--- src/design/hte_pkg.sv ---
// ----------------------------------------------------------------------------
// hte_pkg
// Shared types and constants for the header/tail frame extractor.
// ----------------------------------------------------------------------------
`default_nettype none

package hte_pkg;

    localparam int ADDR_W = 5;
    localparam int DATA_W = 64;

    localparam logic [1:0] REG_HEADER_PATTERN = 2'd0;
    localparam logic [1:0] REG_HEADER_LENGTH  = 2'd1;
    localparam logic [1:0] REG_TAIL_BYTE      = 2'd2;
    localparam logic [1:0] REG_MAX_FRAME_LEN  = 2'd3;

    localparam logic [47:0] RST_HEADER_PATTERN = 48'd46458108790349;
    localparam logic [2:0]  RST_HEADER_LENGTH  = 3'd6;
    localparam logic [7:0]  RST_TAIL_BYTE      = 8'd35;
    localparam logic [8:0]  RST_MAX_FRAME_LEN  = 9'd256;

    localparam logic [8:0]  MIN_FRAME_LEN      = 9'd8;

    typedef struct packed {
        logic [47:0] header_pattern;
        logic [2:0]  header_length;
        logic [7:0]  tail_byte;
        logic [8:0]  max_frame_len;
    } cfg_t;

    typedef struct packed {
        logic [7:0] out_byte;
        logic       is_end;
        logic       end_status;
    } res_t;

endpackage

`default_nettype wire

--- src/design/hte_regs.sv ---
// ----------------------------------------------------------------------------
// hte_regs
// Configuration register file behind the APB-style port.
// ----------------------------------------------------------------------------
`default_nettype none

module hte_regs
(
    input  wire logic                         clk,
    input  wire logic                         rst_n,
    input  wire logic                         psel,
    input  wire logic                         penable,
    input  wire logic                         pwrite,
    input  wire logic [hte_pkg::ADDR_W-1:0]   paddr,
    input  wire logic [hte_pkg::DATA_W-1:0]   pwdata,
    output logic      [hte_pkg::DATA_W-1:0]   prdata,
    output hte_pkg::cfg_t                     cfg
);

    hte_pkg::cfg_t cfg_reg;
    logic          wr_en;
    logic [1:0]    reg_sel;

    assign wr_en   = psel && penable && pwrite;
    assign reg_sel = paddr[4:3];
    assign cfg     = cfg_reg;

    always_ff @(posedge clk or negedge rst_n)
    begin
        if (!rst_n)
        begin
            cfg_reg.header_pattern <= hte_pkg::RST_HEADER_PATTERN;
            cfg_reg.header_length  <= hte_pkg::RST_HEADER_LENGTH;
            cfg_reg.tail_byte      <= hte_pkg::RST_TAIL_BYTE;
            cfg_reg.max_frame_len  <= hte_pkg::RST_MAX_FRAME_LEN;
        end
        else if (wr_en)
        begin
            case (reg_sel)
                hte_pkg::REG_HEADER_PATTERN: cfg_reg.header_pattern <= pwdata[47:0];
                hte_pkg::REG_HEADER_LENGTH:  cfg_reg.header_length  <= pwdata[2:0];
                hte_pkg::REG_TAIL_BYTE:      cfg_reg.tail_byte      <= pwdata[7:0];
                hte_pkg::REG_MAX_FRAME_LEN:  cfg_reg.max_frame_len  <= pwdata[8:0];
                default: ;
            endcase
        end
    end

    always_comb
    begin
        case (reg_sel)
            hte_pkg::REG_HEADER_PATTERN: prdata = {16'd0, cfg_reg.header_pattern};
            hte_pkg::REG_HEADER_LENGTH:  prdata = {61'd0, cfg_reg.header_length};
            hte_pkg::REG_TAIL_BYTE:      prdata = {56'd0, cfg_reg.tail_byte};
            hte_pkg::REG_MAX_FRAME_LEN:  prdata = {55'd0, cfg_reg.max_frame_len};
            default:                     prdata = '0;
        endcase
    end

endmodule

`default_nettype wire

--- src/design/hte_core.sv ---
// ----------------------------------------------------------------------------
// hte_core
// Frame state: header match, payload count and chunk discard, one byte a beat.
// ----------------------------------------------------------------------------
`default_nettype none

module hte_core
#(
    parameter int MAX_FRAME_LIMIT  = 256,
    parameter int HEADER_MAX_BYTES = 6
)
(
    input  wire logic          clk,
    input  wire logic          rst_n,
    input  wire hte_pkg::cfg_t cfg,
    input  wire logic          in_accept,
    input  wire logic [7:0]    in_byte,
    input  wire logic          in_last,
    output logic               res_valid,
    output hte_pkg::res_t      res
);

    localparam int CW = $clog2(MAX_FRAME_LIMIT + 1);
    localparam int LW = (CW > 9) ? CW : 9;
    localparam int IW = (HEADER_MAX_BYTES > 1) ? $clog2(HEADER_MAX_BYTES) : 1;

    typedef enum logic [1:0] {
        PH_HEADER  = 2'd0,
        PH_PAYLOAD = 2'd1,
        PH_DISCARD = 2'd2
    } phase_t;

    phase_t          phase_reg, phase_next;
    logic [IW-1:0]   hidx_reg, hidx_next;
    logic [CW-1:0]   fcnt_reg, fcnt_next;

    logic [63:0]     pat_ext;
    logic [LW-1:0]   max_ext;
    logic [LW-1:0]   lim;
    logic [LW-1:0]   n;
    logic [3:0]      hlen;
    logic [3:0]      idx;
    logic [3:0]      idx_inc;
    logic [7:0]      hbyte;

    assign pat_ext = {16'd0, cfg.header_pattern};
    assign max_ext = LW'(cfg.max_frame_len);
    assign n       = LW'(fcnt_reg) + LW'(1);

    always_comb
    begin
        if (max_ext < LW'(hte_pkg::MIN_FRAME_LEN))
            lim = LW'(hte_pkg::MIN_FRAME_LEN);
        else if (max_ext > LW'(MAX_FRAME_LIMIT))
            lim = LW'(MAX_FRAME_LIMIT);
        else
            lim = max_ext;

        if (cfg.header_length == 3'd0)
            hlen = 4'd1;
        else if ({1'b0, cfg.header_length} > 4'(HEADER_MAX_BYTES))
            hlen = 4'(HEADER_MAX_BYTES);
        else
            hlen = {1'b0, cfg.header_length};

        idx = 4'(hidx_reg);
        if (idx >= 4'(HEADER_MAX_BYTES))
            idx = 4'd0;
        idx_inc = idx + 4'd1;

        hbyte = 8'd0;
        for (int k = 0; k < HEADER_MAX_BYTES; k++)
        begin
            if (idx == 4'(k))
                hbyte = pat_ext[8*(HEADER_MAX_BYTES-1-k) +: 8];
        end
    end

    always_comb
    begin
        phase_next = phase_reg;
        hidx_next  = hidx_reg;
        fcnt_next  = fcnt_reg;
        res_valid  = 1'b0;
        res        = '0;
        case (phase_reg)
            PH_PAYLOAD:
            begin
                if (in_byte == cfg.tail_byte && n < lim)
                begin
                    phase_next   = PH_HEADER;
                    hidx_next    = '0;
                    fcnt_next    = '0;
                    res_valid    = 1'b1;
                    res.is_end   = 1'b1;
                end
                else if (n >= lim)
                begin
                    phase_next     = in_last ? PH_HEADER : PH_DISCARD;
                    hidx_next      = '0;
                    fcnt_next      = '0;
                    res_valid      = 1'b1;
                    res.is_end     = 1'b1;
                    res.end_status = 1'b1;
                end
                else
                begin
                    fcnt_next    = CW'(n);
                    res_valid    = 1'b1;
                    res.out_byte = in_byte;
                end
            end
            PH_DISCARD:
            begin
                if (in_last)
                begin
                    phase_next = PH_HEADER;
                    hidx_next  = '0;
                    fcnt_next  = '0;
                end
            end
            default:
            begin
                if (in_byte == hbyte)
                begin
                    if (idx_inc >= hlen)
                    begin
                        phase_next = PH_PAYLOAD;
                        hidx_next  = '0;
                        fcnt_next  = CW'(hlen);
                    end
                    else
                    begin
                        phase_next = PH_HEADER;
                        hidx_next  = IW'(idx_inc);
                        fcnt_next  = '0;
                    end
                end
                else
                begin
                    phase_next = in_last ? PH_HEADER : PH_DISCARD;
                    hidx_next  = '0;
                    fcnt_next  = '0;
                end
            end
        endcase
    end

    always_ff @(posedge clk or negedge rst_n)
    begin
        if (!rst_n)
        begin
            phase_reg <= PH_HEADER;
            hidx_reg  <= '0;
            fcnt_reg  <= '0;
        end
        else if (in_accept)
        begin
            phase_reg <= phase_next;
            hidx_reg  <= hidx_next;
            fcnt_reg  <= fcnt_next;
        end
    end

    a_payload_count: assert property (@(posedge clk) disable iff (!rst_n)
        phase_reg == PH_PAYLOAD |-> fcnt_reg != '0)
        else $error("payload phase with empty frame count");

    a_idle_count: assert property (@(posedge clk) disable iff (!rst_n)
        phase_reg != PH_PAYLOAD |-> fcnt_reg == '0)
        else $error("frame count set outside payload phase");

    a_end_resets: assert property (@(posedge clk) disable iff (!rst_n)
        in_accept && res_valid && res.is_end |=> phase_reg != PH_PAYLOAD && hidx_reg == '0)
        else $error("frame end did not leave payload phase");

endmodule

`default_nettype wire

--- src/design/hte_obuf.sv ---
// ----------------------------------------------------------------------------
// hte_obuf
// Output register between the frame logic and the master stream.
// ----------------------------------------------------------------------------
`default_nettype none

module hte_obuf
(
    input  wire logic          clk,
    input  wire logic          rst_n,
    input  wire logic          in_accept,
    input  wire logic          res_valid,
    input  wire hte_pkg::res_t res,
    output logic               in_ready,
    output logic               m_tvalid,
    input  wire logic          m_tready,
    output logic [7:0]         m_tdata,
    output logic               m_tlast,
    output logic               m_tuser
);

    logic          valid_reg;
    hte_pkg::res_t data_reg;

    assign in_ready = !valid_reg || m_tready;
    assign m_tvalid = valid_reg;
    assign m_tdata  = data_reg.out_byte;
    assign m_tlast  = data_reg.is_end;
    assign m_tuser  = data_reg.end_status;

    always_ff @(posedge clk or negedge rst_n)
    begin
        if (!rst_n)
            valid_reg <= 1'b0;
        else if (in_ready)
            valid_reg <= in_accept && res_valid;
    end

    always_ff @(posedge clk)
    begin
        if (in_accept && res_valid)
            data_reg <= res;
    end

    a_no_overwrite: assert property (@(posedge clk) disable iff (!rst_n)
        !in_ready |-> valid_reg)
        else $error("input stalled with empty output register");

endmodule

`default_nettype wire

--- src/design/header_tail_frame_extractor.sv ---
// ----------------------------------------------------------------------------
// header_tail_frame_extractor
// Delimiter-framed byte deframer: header match, cut-through payload, tail end.
//
//   channel  dir  signals                          content
//   s_*      in   s_tvalid s_tready s_tdata s_tlast  received byte, chunk end
//   m_*      out  m_tvalid m_tready m_tdata m_tlast  payload byte, frame end
//                 m_tuser                          end status (1 = too long)
//   apb      in   psel penable pwrite paddr pwdata   config at 8*index
//
// One byte per cycle while the output is not stalled; results pass through the output register.
// Frame state updates in the beat a byte is accepted; results sit in the
// output register. A stalled output blocks s_tready only while the output
// register is full. Reset clears frame state and loads register defaults.
// ----------------------------------------------------------------------------
`default_nettype none

module header_tail_frame_extractor
#(
    parameter int MAX_FRAME_LIMIT  = 256,
    parameter int HEADER_MAX_BYTES = 6
)
(
    input  wire logic                         clk,
    input  wire logic                         rst_n,
    input  wire logic                         s_tvalid,
    output logic                              s_tready,
    input  wire logic [7:0]                   s_tdata,   // [7:0] data_byte
    input  wire logic                         s_tlast,   // chunk_end
    output logic                              m_tvalid,
    input  wire logic                         m_tready,
    output logic      [7:0]                   m_tdata,   // [7:0] out_byte
    output logic                              m_tlast,   // is_end
    output logic                              m_tuser,   // [0] end_status
    input  wire logic                         psel,
    input  wire logic                         penable,
    input  wire logic                         pwrite,
    input  wire logic [hte_pkg::ADDR_W-1:0]   paddr,
    input  wire logic [hte_pkg::DATA_W-1:0]   pwdata,
    output logic      [hte_pkg::DATA_W-1:0]   prdata,
    output logic                              pready
);

    hte_pkg::cfg_t cfg;
    hte_pkg::res_t res;
    logic          res_valid;
    logic          in_accept;

    assign pready    = 1'b1;
    assign in_accept = s_tvalid && s_tready;

    hte_regs u_regs
    (
        .clk     (clk),
        .rst_n   (rst_n),
        .psel    (psel),
        .penable (penable),
        .pwrite  (pwrite),
        .paddr   (paddr),
        .pwdata  (pwdata),
        .prdata  (prdata),
        .cfg     (cfg)
    );

    hte_core #(
        .MAX_FRAME_LIMIT  (MAX_FRAME_LIMIT),
        .HEADER_MAX_BYTES (HEADER_MAX_BYTES)
    ) u_core
    (
        .clk       (clk),
        .rst_n     (rst_n),
        .cfg       (cfg),
        .in_accept (in_accept),
        .in_byte   (s_tdata),
        .in_last   (s_tlast),
        .res_valid (res_valid),
        .res       (res)
    );

    hte_obuf u_obuf
    (
        .clk       (clk),
        .rst_n     (rst_n),
        .in_accept (in_accept),
        .res_valid (res_valid),
        .res       (res),
        .in_ready  (s_tready),
        .m_tvalid  (m_tvalid),
        .m_tready  (m_tready),
        .m_tdata   (m_tdata),
        .m_tlast   (m_tlast),
        .m_tuser   (m_tuser)
    );

endmodule

`default_nettype wire
--- config.mk ---
export PLATFORM = sky130hd
export DESIGN_NAME = header_tail_frame_extractor
export DESIGN_NICKNAME = d
export VERILOG_FILES = /design/src/design/hte_pkg.sv /design/src/design/hte_regs.sv /design/src/design/hte_core.sv /design/src/design/hte_obuf.sv /design/src/design/header_tail_frame_extractor.sv
export SDC_FILE = /design/constraint.sdc
export NUM_CORES = 1
export LEC_CHECK = 0
export BUFFER_PORTS_ARGS = -buffer_cell sky130_fd_sc_hd__buf_2
export CAP_MARGIN = 20
export CORE_ASPECT_RATIO = 1.1
export CORE_MARGIN = 2
export CORE_UTILIZATION = 34
export DETAILED_ROUTE_END_ITERATION = 8
export PLACE_DENSITY = 0.57
export SYNTH_ARGS = -nofsm -noshare
export SYNTH_HDL_FRONTEND = slang
export SYNTH_SLANG_ARGS = --single-unit
--- constraint.sdc ---
create_clock -name clk -period 6.5 [get_ports clk]
set_clock_uncertainty 0.05 [all_clocks]
set_input_delay 1.3 -clock clk [delete_from_list [all_inputs] [get_ports clk]]
set_output_delay 1.3 -clock clk [all_outputs]
set_load 0.05 [all_outputs]
==> qor.csv, run 1 <==
stage,metric,value,unit
sta,final.setup.tns,0,ps
setup_path,cp_max_fo,22,
routing,first_iter_violations,181,
global_routing,grt.total_usage,0.169,
sta,tightest_slew,856,ps
setup_path,startpoint_type,input port,
clock_tree,clock-sinks,93,
synth,ys_ff_latch,93,
die,die_height,139,µm
synth,synth-main-ff-cell,dfrtp_1,
synth,async_reset_ff_frac,0.892,
sta,maxSlewViolCount,0,
placed_design,place.gp.congestion,0.834,
routing,ant_nets,0,
die,initial_core_util,0.346,
sta,holdWs,480,ps
sta,hold_viol_final,0,
routing,met3WireLength,793,µm
synth,synth_top_family_by_area,multiplexers,
clock_tree,cts_setup_buffers,0,
clock_tree,cts_hold_buf,0,
global_routing,grt_max_degree,60,
global_routing,antenna_found_initial,0,
setup_path,cpMostUsedCell,buf_2,
sta,rsz0062_at_grt,false,
die,io_pins,162,
clock_tree,root_buffer,clkbuf_16,
sta,slew_headroom,0.429,
clock_tree,clk_path_buf_depth,2,
cells_and_area,layout_common_cells,"124 x buf_2, 68 x mux2_2, 57 x dfrtp_1, 38 x and2_1, 32 x nand2_1",
global_routing,grt_overflow,0,
synth,yosys_warnings,0,
clock_tree,numCtsBuffers,9,
clock_tree,clock_latency,360,ps
routing,avgViaCountPerCell,5.04,
die,std_cell_rows,49,
cells_and_area,antenna_cells,0,
synth,synthSimpleGateAreaFrac,0.160,
flow_run,drv_cap,0,
setup_path,worstPathArrival,2960,ps
setup_path,crit_chain,buf_2 -> nor2_2 -> buf_4 -> a22o_1 -> buf_2,
power_and_ir_drop,power_density,278,mW/mm²
synth,ys_seq_area_frac,0.428,
synth,syn_area,0.00563,mm²
synth,synth_fa_ha_area_frac,0.0374,
routing,routedWlPerCell,17.1,µm
power_and_ir_drop,cellLeakagePower,3.00,nW
die,die_w,127,µm
cells_and_area,fin_nets,752,
clock_tree,clk_pin_slew,70,ps
hold_path,hold_start,u_regs.cfg[56]$_DFFE_PN0P_,
routing,dr.pass1.iters,4,
sta,maxClockFrequency,232,MHz
setup_path,crit_slowest_cell,nor2_2,
setup_path,r2r_start,u_core.fcnt_reg[0]$_DFFE_PN0P_,
routing,met2_length,7060,µm
cells_and_area,drive_gt1_frac,0.384,
routing,drc,0,
synth,synth_xor_area_frac,0.0280,
routing,vias,4334,
sta,setup_viol,0,
die,core,0.0162,mm²
clock_tree,tritoncts,built,
synth,synth-edff-count,10,
global_routing,grt_pass1_wl,23400,µm
routing,routed_wl,14700,µm
sta,period_share,0.662,
clock_tree,cts-htree-levels,3,
synth,synth.mux.area_fraction,0.173,
synth,syn_inst,539,
placed_design,io_buffers,125,
global_routing,grt_pass1_vias,4372,
setup_path,crit_path_start,paddr[4],
synth,synth.distinct_cells,63,
routing,top_layer_used,met4,
cells_and_area,largest_reg_flops,68,
sta,min_period,4310,ps
die,die-area,0.0176,mm²
synth,synth_area_per_cell,10.4,µm²
setup_path,crit_path_end_kind,output pin,
hold_path,hp-class,reg2reg,
cells_and_area,final_common_cell,buf_2,
power_and_ir_drop,ir_worst_vdd,0.000136,V
setup_path,cpPeakStageDelay,580,ps
status,outcome,finished clean,
cells_and_area,area_delta_synth_final,18.2,%
setup_path,worstPathRequired,5150,ps
setup_path,critical_path_class,in2out,
placed_design,hpwlAfterDp,10900,µm
clock_tree,cts_resized,0,
routing,wl_met1,6570,µm
synth,synth-compound-area-share,0.110,
==> worst max-delay path: cells and delay by family <==
| kind | cells | cell delay, ps |
|---|---|---|
| simple gates | 1 | 580 |
| compound gates | 1 | 200 |
| buf+inv | 3 | 850 |
==> stage by stage <==
stage	total power [mW]	setup slack (ps)	utilization	cells	instance area [µm²]
2_1_floorplan	1.20	2330	-	554	5680
3_3_place_gp	1.34	2230	0.392	844	6360
3_5_place_dp	1.35	2190	0.392	844	6360
4_1_cts	1.87	2190	0.409	860	6650
5_1_grt	1.94	2050	0.409	860	6650
6_report	1.85	2190	0.409	860	6650
==> cell type report <==
type,count,area (µm²)
Timing Repair Buffer,130,666
Sequential cell,93,2410
Inverter,26,100
Tap cell,204,255
Clock buffer,11,243
Clock inverter,5,42.5
Fill cell,1568,9600
Multi-Input combinational cell,391,2930
==> cells in the mapped netlist (2+ instances only) <==
library cell | number | area share
a21oi_1 | 11 | 0.0098
a221oi_1 | 2 | 0.0031
a22o_1 | 10 | 0.016
a22oi_1 | 5 | 0.0067
a31oi_1 | 3 | 0.0033
and2_1 | 38 | 0.042
and3_1 | 4 | 0.0044
buf_1 | 2 | 0.0013
buf_2 | 9 | 0.0080
buf_4 | 19 | 0.025
clkbuf_1 | 14 | 0.0093
conb_1 | 2 | 0.0013
dfrtp_1 | 57 | 0.25
dfstp_2 | 26 | 0.12
edfxtp_1 | 10 | 0.053
ha_1 | 16 | 0.036
inv_1 | 24 | 0.016
mux2_2 | 68 | 0.14
mux2i_1 | 14 | 0.025
mux4_2 | 3 | 0.012
nand2_1 | 32 | 0.021
nand2b_1 | 16 | 0.018
nand3_1 | 12 | 0.011
nand4_1 | 4 | 0.0044
nor2_1 | 28 | 0.019
nor2b_1 | 3 | 0.0033
nor3_1 | 15 | 0.013
nor3b_1 | 2 | 0.0027
o211ai_1 | 5 | 0.0067
o21a_1 | 3 | 0.0040
o21ai_0 | 24 | 0.021
o21ai_1 | 4 | 0.0036
o22ai_1 | 4 | 0.0044
o31ai_1 | 3 | 0.0040
or3_1 | 3 | 0.0033
xnor2_1 | 16 | 0.025
xor2_1 | 2 | 0.0031
==> layer usage <==
layer,vias to the layer above,global-route usage
met2,113,0.271
met5,-,0
li1,2098,-
met4,0,0.0659
met3,18,0.0343
met1,2105,0.224
==> report_power, final <==
part	switching (mW)	internal [mW]	leakage (nW)
Combinational	0.313	0.210	1.77
Sequential	0.0974	0.716	1.09
Clock	0.240	0.275	0.139
Total	0.651	1.20	3.00
==> kinds of logic after synthesis <==
group / count (synthesis)
and+or+nand+nor: 166
DFF: 93
AOI/OAI and AO/OA: 88
muxes: 85
buffers and inverters: 70
xor gates and xnor gates: 18
adders and majority gates: 17
other: 2
==> worst paths after layout <==
path | endpoint | slack, ps | cells after the start
min | u_regs.cfg[56]$_DFFE_PN0P_ | 480 | 1
min reg2reg | u_regs.cfg[56]$_DFFE_PN0P_ | 480 | 1
max | prdata[5] | 2190 | 5
max reg2reg | u_core.hidx_reg[2]$_DFFE_PN0P_ | 2680 | 13
min in group asynchronous | u_regs.cfg[57]$_DFFE_PN0P_ | 780 | 1
max in group asynchronous | u_regs.cfg[36]$_DFFE_PN0P_ | 4520 | 2
Note: power is estimated with default switching activity, not from simulation.
==> run 2, diff against run 1 <==
--- a/config.mk
+++ b/config.mk
@@ -5,13 +5,14 @@
 export SDC_FILE = /design/constraint.sdc
 export NUM_CORES = 1
 export LEC_CHECK = 0
+export ABC_AREA = 1
 export BUFFER_PORTS_ARGS = -buffer_cell sky130_fd_sc_hd__buf_2
 export CAP_MARGIN = 20
 export CORE_ASPECT_RATIO = 1.1
 export CORE_MARGIN = 2
 export CORE_UTILIZATION = 34
 export DETAILED_ROUTE_END_ITERATION = 8
-export PLACE_DENSITY = 0.57
+export PLACE_DENSITY = 0.6
 export SYNTH_ARGS = -nofsm -noshare
 export SYNTH_HDL_FRONTEND = slang
 export SYNTH_SLANG_ARGS = --single-unit
==> constraint.sdc (replaced) <==
create_clock -name clk -period 3.67 [get_ports clk]
set_clock_uncertainty 0.05 [all_clocks]
set_input_delay 0.734 -clock clk [delete_from_list [all_inputs] [get_ports clk]]
set_output_delay 0.734 -clock clk [all_outputs]
set_load 0.05 [all_outputs]
==> run 2 against run 1 <==
Sequential power increased by 67%. Count of clock-buffer cells in the layout is 2 higher. Global-route usage decreased by 0.056 points. Power rose by 72%. Utilization increased by 0.83 points. Die area fell by 2.8%. Combinational power rose by 74%. Hold slack got worse by 190 ps. Register-to-register slack worse by 2400 ps. Cell area decreased by 1.2%. Highest routed layer unchanged.
==> qor.csv, run 2 <==
stage,metric,value,unit,change
synth,yosys-top-cells-count,"145 x nand2_1, 111 x inv_1, 111 x nor2_1, 61 x a21oi_1, 57 x dfrtp_1",,
routing,avgViaCountPerCell,4.60,,-8.7%
placed_design,hpwlAfterDp,10800,µm,-0.73%
sta,min_period,3340,ps,
setup_path,critical_path_class,reg2reg,,
synth,synth.distinct_cells,36,,-43%
cells_and_area,fin_util,0.417,,+0.00830
setup_path,crit_path_end_kind,register,,
cells_and_area,fin_nets,959,,+28%
synth,synth-main-ff-cell,dfrtp_1,,
flow_run,drv_cap,0,,unchanged
clock_tree,cts_resized,0,,unchanged
cells_and_area,layout_common_cells,"144 x nand2_1, 124 x buf_2, 111 x inv_1, 111 x nor2_1, 61 x a21oi_1",,
routing,dr.pass1.iters,4,,unchanged
sta,slew_headroom,0.516,,+0.0871
routing,routed_wl,14100,µm,-3.9%
synth,ys_seq_area_frac,0.441,,+0.0128
power_and_ir_drop,ir_worst_vdd,0.000237,V,+75%
synth,synth_area_per_cell,7.41,µm²,-29%
setup_path,worstPathArrival,3490,ps,+530 ps
clock_tree,cts_setup_buffers,0,,unchanged
synth,syn_area,0.00546,mm²,-2.9%
global_routing,grt.total_usage,0.168,,-0.000557
clock_tree,cts_hold_buf,0,,unchanged
global_routing,grt_overflow,0,,unchanged
clock_tree,clk_path_buf_depth,2,,unchanged
synth,yosysTopAreaCell,dfrtp_1,,
sta,hold_viol_final,0,,unchanged
synth,ys_ff_latch,93,,unchanged
cells_and_area,area_delta_synth_final,20.2,%,
synth,synth_top_cell_area_share,0.261,,+0.00755
sta,maxClockFrequency,299,MHz,
die,die-area,0.0171,mm²,-2.8%
setup_path,worstPathRequired,3810,ps,-1340 ps
clock_tree,tritoncts,built,,
die,std_cell_rows,48,,-2.0%
setup_path,cp_max_fo,8,,-64%
sta,setup_viol,0,,unchanged
synth,yosys_warnings,0,,unchanged
global_routing,grt_max_degree,82,,+37%
clock_tree,root_buffer,clkbuf_16,,
synth,syn_inst,737,,+37%
power_and_ir_drop,fin_total_pwr,3.18,mW,+72%
synth,yosysMostFrequentCell,nand2_1,,
routing,first_iter_violations,197,,+8.8%
cells_and_area,fin_cells,1062,,+23%
global_routing,grt_pass1_vias,4490,,+2.7%
synth,yosys-top-cells-area,"dfrtp_1 26%, dfstp_2 13%, nand2_1 10%",,
sta,final.setup.tns,0,ps,unchanged
die,die_w,125,µm,-1.4%
routing,vias,4886,,+13%
power_and_ir_drop,power_density,484,mW/mm²,+74%
cells_and_area,largest_reg_flops,68,,unchanged
power_and_ir_drop,cellLeakagePower,3.57,nW,+19%
clock_tree,numCtsBuffers,9,,unchanged
routing,ant_nets,0,,unchanged
clock_tree,cts-htree-levels,3,,unchanged
placed_design,place.gp.congestion,0.856,,+2.6%
setup_path,startpoint_type,register,,
synth,synth-edff-count,10,,unchanged
sta,tightest_slew,723,ps,-133 ps
placed_design,io_buffers,125,,unchanged
synth,async_reset_ff_frac,0.892,,unchanged
hold_path,hp-class,in2async,,
global_routing,antenna_found_initial,1,,+1
die,io_pins,162,,unchanged
clock_tree,clock-sinks,93,,unchanged
die,initial_core_util,0.347,,+0.000924
sta,rsz0062_at_grt,false,,
die,core,0.0157,mm²,-3.1%
die,die_height,137,µm,-1.4%
placed_design,dp_cells,1046,,+24%
status,outcome,finished clean,,
cells_and_area,antenna_cells,0,,unchanged
cells_and_area,final_common_cell,nand2_1,,
clock_tree,clock_latency,360,ps,about the same
routing,routedWlPerCell,13.3,µm,-22%
clock_tree,clk_pin_slew,60,ps,about the same
cells_and_area,drive_gt1_frac,0.231,,-0.153
routing,drc,0,,unchanged
global_routing,grt_pass1_wl,22500,µm,-3.7%
sta,period_share,0.911,,
sta,maxSlewViolCount,0,,unchanged
-- run 2: power breakdown --
group	total [mW]	leakage, nW	switching [mW]	internal (mW)
Sequential	1.36	1.05	0.117	1.24
Clock	0.907	0.137	0.390	0.517
Combinational	0.910	2.38	0.640	0.270
-- run 2: worst max-delay path, cell delays in order, from the launching register on --
cell and delay [ps]:
dfrtp_1 390, inv_1 70, nor3_1 350, nand3_1 180, nor3_1 230, xor2_1 230, ha_1 260, nand2_1 80
inv_1 50, a21oi_1 120, and3_1 190, inv_2 30, or2_1 230, nor2_1 370, inv_1 220, nor2_1 150
-- run 2: metal layers --
metal	up-vias	track usage	share of wire
li1	2532	-	-
met1	2218	0.221	0.45
met2	124	0.279	0.48
met3	12	0.0371	0.053
met4	0	0.0531	0.015
met5	-	0	0
-- run 2: path summary, 6_finish.rpt --
path / start / end / slack [ps] / cells after the start
max: u_core.fcnt_reg[2]$_DFFE_PN0P_ / u_obuf.m_tdata[2]$_SDFFCE_PP0P_ / 330 / 15
min: rst_n / u_regs.cfg[49]$_DFFE_PN0P_ / 290 / 1
max reg2reg: u_core.fcnt_reg[2]$_DFFE_PN0P_ / u_obuf.m_tdata[2]$_SDFFCE_PP0P_ / 330 / 15
min reg2reg: u_regs.cfg[27]$_DFFE_PN0P_ / u_regs.cfg[27]$_DFFE_PN0P_ / 440 / 2
max in group asynchronous: rst_n / u_regs.cfg[22]$_DFFE_PN1P_ / 2620 / 2
min in group clk: u_regs.cfg[27]$_DFFE_PN0P_ / u_regs.cfg[27]$_DFFE_PN0P_ / 440 / 2
-- run 2: logic make-up after synthesis --
logic type	share of synthesized area
adder cells (fa/ha/maj)	0.0366
buffers and inverters	0.124
other	0.00137
AO/OA/AOI/OAI	0.120
flip-flops	0.441
XOR/XNOR	0.0240
AND/OR/NAND/NOR	0.252
-- run 2: through the flow --
stage          setup WS [ps]  instance area [µm²]  hold slack (ps)
3_3_place_gp             331                 6250              418
4_1_cts                  313                 6540              442
5_1_grt                 7.81                 6570              326
3_5_place_dp             345                 6250              426
2_1_floorplan            652                 5520              388
6_report                 328                 6570              295
-- run 2: area by class of cell --
type	instances	area (µm²)
Clock inverter	2	16.3
Fill cell	1704	9170
Inverter	124	465
Multi-Input combinational cell	497	2430
Timing Repair Buffer	133	721
Sequential cell	93	2410
Clock buffer	13	272
Tap cell	200	250
